<file path="src/hdl/wss_pkg.sv">
// Package: word stack constants, word types, request and status codes, sequencer states.
package wss_pkg;

    localparam int DEPTH  = 128;
    localparam int WORD_W = 32;
    localparam int FILL_W = 8;
    localparam int ADDR_W = $clog2(DEPTH);
    localparam int CNT_W  = $clog2(DEPTH + 1);

    localparam logic [1:0] REQ_PUSH   = 2'd0;
    localparam logic [1:0] REQ_POP    = 2'd1;
    localparam logic [1:0] REQ_PEEK   = 2'd2;
    localparam logic [1:0] REQ_SEARCH = 2'd3;

    localparam logic [1:0] STAT_OK    = 2'd0;
    localparam logic [1:0] STAT_EMPTY = 2'd1;
    localparam logic [1:0] STAT_FULL  = 2'd2;

    typedef struct packed {
        logic [1:0]        req_type;
        logic [WORD_W-1:0] value;
    } in_word_t;

    typedef struct packed {
        logic [WORD_W-1:0] read_word;
        logic              found;
        logic [1:0]        status;
        logic [FILL_W-1:0] fill_count;
        logic              is_empty;
        logic              is_full;
    } out_word_t;

    typedef struct packed {
        logic              we;
        logic              re;
        logic [ADDR_W-1:0] addr;
        logic [WORD_W-1:0] wdata;
    } ram_cmd_t;

    typedef struct packed {
        logic      valid;
        out_word_t word;
    } res_t;

    typedef enum logic [2:0] {
        S_IDLE,
        S_EXEC,
        S_WAIT,
        S_SCAN,
        S_DONE
    } state_t;

endpackage

</file>
<file path="src/hdl/wss_ram.sv">
// Single-port entry memory with registered read data.
module wss_ram (
    input  logic                      clk,
    input  wss_pkg::ram_cmd_t         cmd,
    output logic [wss_pkg::WORD_W-1:0] rd_data
);
    import wss_pkg::*;

    logic [WORD_W-1:0] mem [DEPTH];
    logic [WORD_W-1:0] rd_data_reg;

    always_ff @(posedge clk)
    begin
        if (cmd.we)
        begin
            mem[cmd.addr] <= cmd.wdata;
        end
    end

    always_ff @(posedge clk)
    begin
        if (cmd.re)
        begin
            rd_data_reg <= mem[cmd.addr];
        end
    end

    assign rd_data = rd_data_reg;

endmodule

</file>
<file path="src/hdl/wss_seq.sv">
// Request sequencer: fill count, memory access and shared compare for the search walk.
module wss_seq (
    input  logic                       clk,
    input  logic                       rst_n,
    input  logic                       req_valid,
    output logic                       req_stall,
    input  wss_pkg::in_word_t          req_word,
    output wss_pkg::ram_cmd_t          ram_cmd,
    input  logic [wss_pkg::WORD_W-1:0] rd_data,
    output wss_pkg::res_t              res,
    input  logic                       res_take
);
    import wss_pkg::*;

    state_t            state_reg;
    state_t            state_next;
    in_word_t          req_reg;
    logic [CNT_W-1:0]  count_reg;
    logic [ADDR_W-1:0] scan_idx_reg;
    logic [WORD_W-1:0] rd_word_reg;
    logic              found_reg;
    logic [1:0]        status_reg;

    logic              empty;
    logic              full;
    logic              hit;
    logic              last;
    logic [CNT_W-1:0]  count_m1;

    assign empty    = (count_reg == '0);
    assign full     = (count_reg == CNT_W'(DEPTH));
    assign count_m1 = count_reg - CNT_W'(1);
    assign hit      = (rd_data == req_reg.value);
    assign last     = ((CNT_W'(scan_idx_reg) + CNT_W'(1)) == count_reg);

    always_comb
    begin
        state_next = state_reg;
        case (state_reg)
            S_IDLE:
            begin
                if (req_valid)
                begin
                    state_next = S_EXEC;
                end
            end
            S_EXEC:
            begin
                case (req_reg.req_type)
                    REQ_PUSH:   state_next = S_DONE;
                    REQ_SEARCH: state_next = empty ? S_DONE : S_SCAN;
                    default:    state_next = empty ? S_DONE : S_WAIT;
                endcase
            end
            S_WAIT:
            begin
                state_next = S_DONE;
            end
            S_SCAN:
            begin
                if (hit || last)
                begin
                    state_next = S_DONE;
                end
            end
            S_DONE:
            begin
                if (res_take)
                begin
                    state_next = S_IDLE;
                end
            end
            default:
            begin
                state_next = S_IDLE;
            end
        endcase
    end

    always_comb
    begin
        req_stall           = (state_reg != S_IDLE);
        ram_cmd.we          = 1'b0;
        ram_cmd.re          = 1'b0;
        ram_cmd.addr        = '0;
        ram_cmd.wdata       = req_reg.value;
        res.valid           = (state_reg == S_DONE);
        res.word.read_word  = rd_word_reg;
        res.word.found      = found_reg;
        res.word.status     = status_reg;
        res.word.fill_count = FILL_W'(count_reg);
        res.word.is_empty   = empty;
        res.word.is_full    = full;
        case (state_reg)
            S_EXEC:
            begin
                case (req_reg.req_type)
                    REQ_PUSH:
                    begin
                        ram_cmd.we   = !full;
                        ram_cmd.addr = count_reg[ADDR_W-1:0];
                    end
                    REQ_SEARCH:
                    begin
                        ram_cmd.re   = !empty;
                        ram_cmd.addr = '0;
                    end
                    default:
                    begin
                        ram_cmd.re   = !empty;
                        ram_cmd.addr = count_m1[ADDR_W-1:0];
                    end
                endcase
            end
            S_SCAN:
            begin
                ram_cmd.re   = 1'b1;
                ram_cmd.addr = scan_idx_reg + ADDR_W'(1);
            end
            default:
            begin
                ram_cmd.re = 1'b0;
            end
        endcase
    end

    always_ff @(posedge clk or negedge rst_n)
    begin
        if (!rst_n)
        begin
            state_reg <= S_IDLE;
            count_reg <= '0;
        end
        else
        begin
            state_reg <= state_next;
            if (state_reg == S_EXEC)
            begin
                if (req_reg.req_type == REQ_PUSH && !full)
                begin
                    count_reg <= count_reg + CNT_W'(1);
                end
                else if (req_reg.req_type == REQ_POP && !empty)
                begin
                    count_reg <= count_m1;
                end
            end
        end
    end

    always_ff @(posedge clk)
    begin
        case (state_reg)
            S_IDLE:
            begin
                if (req_valid)
                begin
                    req_reg <= req_word;
                end
            end
            S_EXEC:
            begin
                rd_word_reg  <= '0;
                found_reg    <= 1'b0;
                status_reg   <= STAT_OK;
                scan_idx_reg <= '0;
                case (req_reg.req_type)
                    REQ_PUSH:
                    begin
                        if (full)
                        begin
                            status_reg <= STAT_FULL;
                        end
                    end
                    REQ_POP:
                    begin
                        if (empty)
                        begin
                            rd_word_reg <= '1;
                            status_reg  <= STAT_EMPTY;
                        end
                    end
                    REQ_PEEK:
                    begin
                        if (empty)
                        begin
                            status_reg <= STAT_EMPTY;
                        end
                    end
                    default:
                    begin
                        found_reg <= 1'b0;
                    end
                endcase
            end
            S_WAIT:
            begin
                rd_word_reg <= rd_data;
            end
            S_SCAN:
            begin
                if (hit)
                begin
                    found_reg <= 1'b1;
                end
                scan_idx_reg <= scan_idx_reg + ADDR_W'(1);
            end
            default:
            begin
                found_reg <= found_reg;
            end
        endcase
    end

    assert property (@(posedge clk) disable iff (!rst_n)
        count_reg <= CNT_W'(DEPTH))
        else $error("fill count above depth");

    assert property (@(posedge clk) disable iff (!rst_n)
        ram_cmd.we |-> (state_reg == S_EXEC && req_reg.req_type == REQ_PUSH))
        else $error("memory write outside push");

    assert property (@(posedge clk) disable iff (!rst_n)
        (state_reg == S_EXEC && req_reg.req_type == REQ_POP && !empty)
        |=> (count_reg == CNT_W'($past(count_reg) - CNT_W'(1))))
        else $error("pop did not drop fill count");

    assert property (@(posedge clk) disable iff (!rst_n)
        (state_reg == S_SCAN) |-> (CNT_W'(scan_idx_reg) < count_reg))
        else $error("search walked past top");

endmodule

</file>
<file path="src/hdl/word_stack_with_search.sv">
// Top level: word stack with search, memory, sequencer and result register.
// Push, and pop, peek or search on an empty stack, go straight from execute to done; pop or
// peek reads the top entry through a wait state; search compares entries from the bottom
// up, at most the fill count of them, and stops at the first match.
// One request at a time: the next word is accepted only once the result has been taken.
// Reset clears the fill count, sequencer and result valid; entry contents are left as is.
module word_stack_with_search (
    input  logic               clk,
    input  logic               rst_n,
    input  logic               req_valid,
    output logic               req_stall,
    input  wss_pkg::in_word_t  req_word,
    output logic               rsp_valid,
    input  logic               rsp_stall,
    output wss_pkg::out_word_t rsp_word
);
    import wss_pkg::*;

    ram_cmd_t          ram_cmd;
    logic [WORD_W-1:0] rd_data;
    res_t              res;
    logic              res_take;
    logic              rsp_valid_reg;
    out_word_t         rsp_word_reg;

    wss_ram u_ram (
        .clk     (clk),
        .cmd     (ram_cmd),
        .rd_data (rd_data)
    );

    wss_seq u_seq (
        .clk       (clk),
        .rst_n     (rst_n),
        .req_valid (req_valid),
        .req_stall (req_stall),
        .req_word  (req_word),
        .ram_cmd   (ram_cmd),
        .rd_data   (rd_data),
        .res       (res),
        .res_take  (res_take)
    );

    assign res_take = !rsp_valid_reg || !rsp_stall;

    always_ff @(posedge clk or negedge rst_n)
    begin
        if (!rst_n)
        begin
            rsp_valid_reg <= 1'b0;
        end
        else if (res_take)
        begin
            rsp_valid_reg <= res.valid;
        end
    end

    always_ff @(posedge clk)
    begin
        if (res_take && res.valid)
        begin
            rsp_word_reg <= res.word;
        end
    end

    assign rsp_valid = rsp_valid_reg;
    assign rsp_word  = rsp_word_reg;

endmodule

</file>
<file path="config.mk">
export PLATFORM = sky130hd
export DESIGN_NAME = word_stack_with_search
export DESIGN_NICKNAME = d
export VERILOG_FILES = /design/src/hdl/wss_pkg.sv /design/src/hdl/wss_ram.sv /design/src/hdl/wss_seq.sv /design/src/hdl/word_stack_with_search.sv
export SDC_FILE = /design/constraint.sdc
export NUM_CORES = 2
export LEC_CHECK = 0
export ABC_AREA = 0
export BUFFER_PORTS_ARGS = -buffer_cell sky130_fd_sc_hd__buf_2
export CORE_MARGIN = 2
export CORE_UTILIZATION = 50
export DETAILED_ROUTE_END_ITERATION = 7
export PLACE_DENSITY_LB_ADDON = 0.2
export SLEW_MARGIN = 20
export SYNTH_ARGS = -nofsm -noshare
export SYNTH_HDL_FRONTEND = slang
export SYNTH_SLANG_ARGS = --single-unit
</file>
<file path="constraint.sdc">
create_clock -name clk -period 5.34 [get_ports clk]
set_clock_uncertainty 0.15 [all_clocks]
set_input_delay 0.534 -clock clk [delete_from_list [all_inputs] [get_ports clk]]
set_output_delay 0.534 -clock clk [all_outputs]
set_load 0.01 [all_outputs]
</file>
== Word-level counts from Yosys, hierarchy flattened ==
Memory sizes are Yosys's and may differ from the RTL's. A register that Yosys moved wholly into a read port is not among the register bits.
Cells that the tools add are included.
Word-level totals
  bits in registers: 133
  RAM bits: 4096
  bits of input ports: 38
  output and inout bits: 47
  logic and storage cells: 81
  memories kept: 1
Memory list
  u_ram.mem: words 128, width 32, rd ports 1, clocked after memory_dff 1, write ports 1, RTL line wss_ram.sv:9  | logic [WORD_W-1:0] mem [DEPTH];
Operators by class
  $add $sub $neg: 4
  equality and inequality tests: 14
  mux-type cells: 26
  reductions and logical operators: 21
Operators with widths (number)
  32-bit 2-to-1 mux: 2
  32-bit one-hot mux with 2 select lines: 1
  7-bit one-hot mux with 2 select lines: 3
  32-bit equality test: 1
  8-bit 2-to-1 mux: 2
  3-bit 2-to-1 mux: 5
  3-bit one-hot mux with 5 select lines: 1
  7-bit by 1-bit adder with 8-bit output, second input constant: 1
  8-bit by 1-bit adder with 8-bit output, second input constant: 1
  8-bit equality test: 1
  8-bit equality test, second input constant: 1
  8-bit logical NOT: 1
  8-bit by 1-bit subtractor with 8-bit output, second input constant: 1
  7-bit by 1-bit adder with 7-bit output, second input constant: 1
  1-bit 2-to-1 mux: 7
  3-bit by 2-bit equality test with 1-bit output, second input constant: 2
  2-bit by 1-bit inequality test with 1-bit output, second input constant: 3
  3-bit one-hot mux with 2 select lines: 1
  2-bit AND reduction: 3
  2-bit nonzero test: 3
  2-bit equality test, second input constant: 2
  1-bit logical NOT: 4
  1-bit one-hot mux with 2 select lines: 2
  2-bit one-hot mux with 2 select lines: 1
  12 further kinds: 15

== Depth between registers and ports, before layout ==
  depth after elaboration: 6
  mapped depth: 16
  gate-level depth less buffers: 10

== Hierarchy ==
Synthesis repeated with hierarchy kept, for this count alone.
Second synthesis, totals
  cell total of the unflattened synthesis: 9390
  area total of the unflattened synthesis: 163654.5 um^2
By module, submodules not included
  wss_ram: times used 1, cells each 8954, area an instance 157577.4 um^2, sequential area each 123958.9 um^2
  wss_seq: times used 1, cells each 387, area an instance 4678.2 um^2, sequential area each 2557.5 um^2
  word_stack_with_search: times used 1, cells each 49, area an instance 1398.8 um^2, sequential area each 1376.3 um^2

== Worst setup path before layout ==
Ideal clock, no wire load.
  path type: reg-to-reg
  start point: reg u_seq.count_reg[0]
  end point: mem u_ram.mem[106][0], enable pin
  library setup time: 421 ps
  data arrival time: 4334 ps
  required time: 4769 ps
  setup slack: 435 ps
  cell stages (with the launch flop): 16
  buffers on the path: 7
  clock period less this slack: 4905 ps
  path through: dfrtp_1 > clkbuf_1 > inv_1 > ha_1 > xnor2_1 > a211o_4 > nand2_2 > buf_6 > buf_8 > buf_6 > buf_6 > buf_2 > buf_2 > nor3_1 > nand2_1 > nor2_1
Between the ends
  cells in the longest elaborated chain, start to end: 6
  elaborated cells between the ends (all ways): 9
  those cells by class: add/sub (1); eq/ne (1); mux (6); reduce/logical (1)
RTL lines
  from (decl): RTL line wss_seq.sv:18  | logic [CNT_W-1:0] count_reg;
  from (signal assigned): RTL line wss_seq.sv:141  | count_reg <= count_reg + CNT_W'(1);
  from (signal assigned): RTL line wss_seq.sv:145  | count_reg <= count_m1;
  branches (longest 6 deep; another with 8-bit by 1-bit subtractor with 8-bit output)
  to (decl): RTL line wss_ram.sv:9
Several ways; the timed one is not identified.

== Worst setup path after layout ==
  start point: reg u_seq.req_reg[32] (netlist bit)
  end point: reg u_ram.rd_data_reg[14], in the netlist u_ram.rd_data[14] (read register of u_ram.mem), data pin
Between the ends
  cells in the longest elaborated chain, start to end: 3
  elaborated cells between the ends (all ways): 6
  those cells by class: eq/ne (1); mux (4); reduce/logical (1)
RTL lines
  from (decl): RTL line wss_seq.sv:17  | in_word_t req_reg;
  from (signal assigned): RTL line wss_seq.sv:158  | req_reg <= req_word;
  2-bit equality test / 2-bit logical NOT (equally long branches): RTL line wss_seq.sv:97  | case (req_reg.req_type)
  7-bit one-hot mux with 2 select lines / 1-bit 2-to-1 mux (equally long branches)
  7-bit one-hot mux with 2 select lines / 1-bit one-hot mux with 2 select lines (equally long branches): RTL line wss_seq.sv:94  | case (state_reg)
  to (decl): RTL line wss_ram.sv:10  | logic [WORD_W-1:0] rd_data_reg;
Several ways; a longest one is shown, not always the timed one.
A chain may end at the register's enable or synchronous reset.

==> results <==
- The predominant post-synthesis flop cell is edfxtp_1.
- Counting flops with a built-in enable in the synthesized netlist gives 4249.
- The beginning of the critical path is u_seq.req_reg[32].
- The layout has 24700 filler cells.
- For this run, the total global-route usage over all layers was measured as 0.298.
- The fraction of power consumed by combinational cells is 0.236.
- The count of buffering cells on the critical path with inverters included is 5.
- Among the stages of the critical path, the cell type that occurs most often is buf_4.
- Traced cell by cell, the critical path runs through inv_1, ha_1, buf_4, a21oi_1, a211o_4, nand2_8, buf_12, buf_4, mux4_2, nor3_1, nor3_1, nand4_1, buf_4, nor4_1.
- Entering global routing, the biggest net connects 129 pins.
- The starting density of the core is 0.503.
- The die covers 337000 um^2.
- The number of failing hold endpoints at the final stage is 0.
- The startpoint identified for the worst register-to-register timing path is u_seq.req_reg[32].
- The count of buffers added on input and output ports is 84.
- The worst-skew pair later-pin latency is 0.99 ns.
- The class of the most critical hold timing path is in -> reg.
- The horizontal extent of the die is 581 um.
- Along the worst path, the maximum fanout reaches 26.
- The initial antenna violation count is 32.
- After global routing the overflow that remains totals 0.
- Summed over all failing endpoints, the final setup total negative slack is 0 ns.
- The count of vias placed by the detailed router is 98600.
- STA classifies the critical path endpoint as a flop.
- The share of Yosys cell area claimed by the top area cell type is 0.768.
- Setup violations remaining at the end of the flow were counted as 0.
- The flip-flop count of the largest register, all copies and words added is 4096.
- After synthesis, the netlist uses 83 different library cells.
- The final net count is 10500.
- The start-to-end type of the worst setup path is reg -> reg.
- Buffers inserted during clock tree synthesis total 432.
- Synthesis produced a netlist with a net count of 10100.
- The critical path data arrival time is 5.77 ns.
- The multi-input combinational cells in the finished layout cover a total of 36000 um^2.
- Leaving out fill and tap cells, the most frequent cell in the layout is edfxtp_1.
- In the final routed layout, each cell accounts on average for 33.6 um.
- Of the cells placed in the final design, the portion with a size suffix greater than 1 is 0.169.
- In this run the core area contains 211 standard-cell rows.
- The number of nets with antenna violations after routing is 0.
- The reported net switching power is 28.9 mW.
- For this design the ratio of total power to cell area is 486 nW/um^2.
- The number of detailed-route iterations in the first pass is 8.
- The combined flip-flop and latch cell area is 128000 um^2.
- Routability-driven placement finished with a final weighted congestion of 0.893.
- The relative contribution of sequential cells to total power is 0.436.
- Setup repair after global routing left no endpoint under its margin.
- The cell area after synthesis is 166000 um^2.
- The largest single stage delay on the critical path is 0.93 ns.
- Of the synthesized area, sequential elements account for 0.769.
- By area the synthesized netlist is led by edfxtp_1, mux4_2, nand2_1.
- The CTS root buffer is clkbuf_16.
- The area of the core is 331000 um^2.
- For this block, the routed nets add up to 511000 um of wire.
- Dividing the detail-routed via count by the number of cells gives 6.49.
- The proportion of synthesized flip-flops having asynchronous set or reset is 0.00282.
- During I/O placement, the number of pins put on the boundary was 85.
- Of all cell types, the one taking the most synthesized area is edfxtp_1.
- The via count of the first global-routing pass is 94500.
- Detailed placement finished with a half-perimeter wire length of 298000 um.
- The wire length of the first global-routing pass is 716000 um.
- TritonCTS built the clock tree.
- Counting I/O delays and the setup requirement, the final critical path takes 5.13 ns.
- In the finished design, the share of the clock period the worst path needs comes to 0.960.
- The analysis attributes to cell leakage a power of 60.0 nW.
- In this run the most critical hold path is launched from req_word[14].
- In the synthesized netlist, the number of instances is 10000.
- The largest buffer count on any clock path is 4.
- The internal power component is 63.5 mW.
- The max-slew violation count is 0.
- The synthesis-to-layout area growth is 14.5%.
- The CTS clock-pin slew for the worst setup and hold paths is 0.07 ns.
- Counting every sink on the clock net gives 4261.
- The critical path's top delay family is simple AND/OR/NAND/NOR gates.
- The total number of H-tree levels is 5.
- The die is 581 um tall.
- Measured against its own limit, the worst slew margin works out to 0.243.
- Static timing analysis puts the maximum clock frequency at 195 MHz.
- During synthesis, Yosys emitted a total of 0 warnings.
- The net switching share of the total power is 0.313.
- The library cells used most frequently in the layout, excluding fill and tap cells, are edfxtp_1, nand2_1, nand3_1.
- Each instance of the synthesized netlist takes up on average 16.6 um^2.
- After clock tree synthesis, the setup repair step added 0 buffers.
- In this run, synthesis produced a sequential element count of 4261.
- Data on the critical path is required at its endpoint by 5.98 ns.
- The max-cap check violation count is 0.
- The DRC violations left is 0.
- The flow ran to the end, and the final reports show no timing, DRC or antenna violations.
- The clock share of power is 0.328.
- For this block, the initial DRC count from the detailed router was 15400.
- The transition time of the tightest slew-check pin is 1.14 ns.
- The cell with the largest stage delay on the worst path is nor3_1.
- The peak ir drop on the vdd network is 455 uV.
- Measured on the finished design, the core utilization comes to 0.576.
- STA classifies the critical path startpoint as a flop.
repair_timing:
item / CTS / global route
gates resized for setup: 0 / 0
hold buffers: 38 / 0
hold endpoints to repair: 49 / 0
path summary, 6_finish.rpt:
check	to	slack, ns	cells past startpoint
worst max-delay path	u_ram.rd_data[14]	0.21	14
worst min-delay path	u_seq.ram_cmd[14]	0.12	2
worst max register to register	u_ram.rd_data[14]	0.21	14
worst min register to register	rsp_word[26]	0.27	0
max in group asynchronous	u_seq.count_reg[5]	4.21	3
min in group asynchronous	rsp_valid	0.46	3
per-layer routing:
layer / up-vias / wire, um / GRT usage
met3: 845 / 60400 / 0.0674
met1: 50900 / 199000 / 0.425
met5: - / 41 / 0
li1: 40600 / - / -
met2: 6225 / 227000 / 0.443
met4: 6 / 24100 / 0.129
area by class of cell:
class | count | area share
Multi-Input combinational cell | 4978 | 0.189
Clock buffer | 528 | 0.0597
Antenna cell | 12 | 0.000158
Timing Repair Buffer | 694 | 0.0343
Tap cell | 4366 | 0.0287
Inverter | 83 | 0.00164
Clock inverter | 268 | 0.0145
Sequential cell | 4261 | 0.672
power by group through the flow:
stage	registers [mW]	logic, mW	clock network (mW)
floorplan	41.4	11.4	0
global placement	40.9	21.1	0
detailed placement	41.0	21.4	0
CTS	40.3	21.5	30.6
global route	40.3	22.8	31.9
finish	40.3	21.8	30.3
synth_stat cells, drive strengths merged (4+ instances only):
cell     count
a2111o      28
a2111oi     12
a211oi     103
a21o        32
a21oi       93
a31o        33
a31oi      142
a32o        71
a32oi      316
and2         5
and3        37
buf        317
clkbuf     378
dfrtp       12
edfxtp    4249
ha           7
inv         83
mux2         4
mux2i      392
mux4       345
nand2     1649
nand2b       8
nand3      476
nand4      129
nor2       164
nor2b        6
nor3       363
nor4        73
o211ai      69
o21ai       87
o221ai      67
o22a        52
o22ai       29
o31ai        6
o32a        28
or2          7
or3         34
or4         21
xnor2       48
xor2         4
cell families (layout without fill, tap and decap cells):
family,after synthesis,count (layout),share of synthesized area
buf+inv,778,1573,0.0214
fa+ha+maj,7,7,0.000527
xor+xnor,52,52,0.00274
flops,4261,4261,0.769
mux,741,741,0.0706
compound gates,1191,1191,0.0559
other cells,0,12,0
simple gates,2987,2987,0.0795
per-stage QoR:
stage                     setup slack, ns  hold slack (ns)  instance area (um^2)  total power [mW]  std cells
final                               0.212            0.121                190000              92.5      15200
after global routing               0.0249            0.102                190000              95.0      15200
after CTS                           0.224           0.0449                190000              92.4      15200
after detailed placement            0.260            0.255                176000              62.4      14300
after global placement              0.211            0.251                176000              62.1      14300
after floorplan                     0.435           0.0884                166000              52.7      10000
Power figures use the tool's default switching activity.
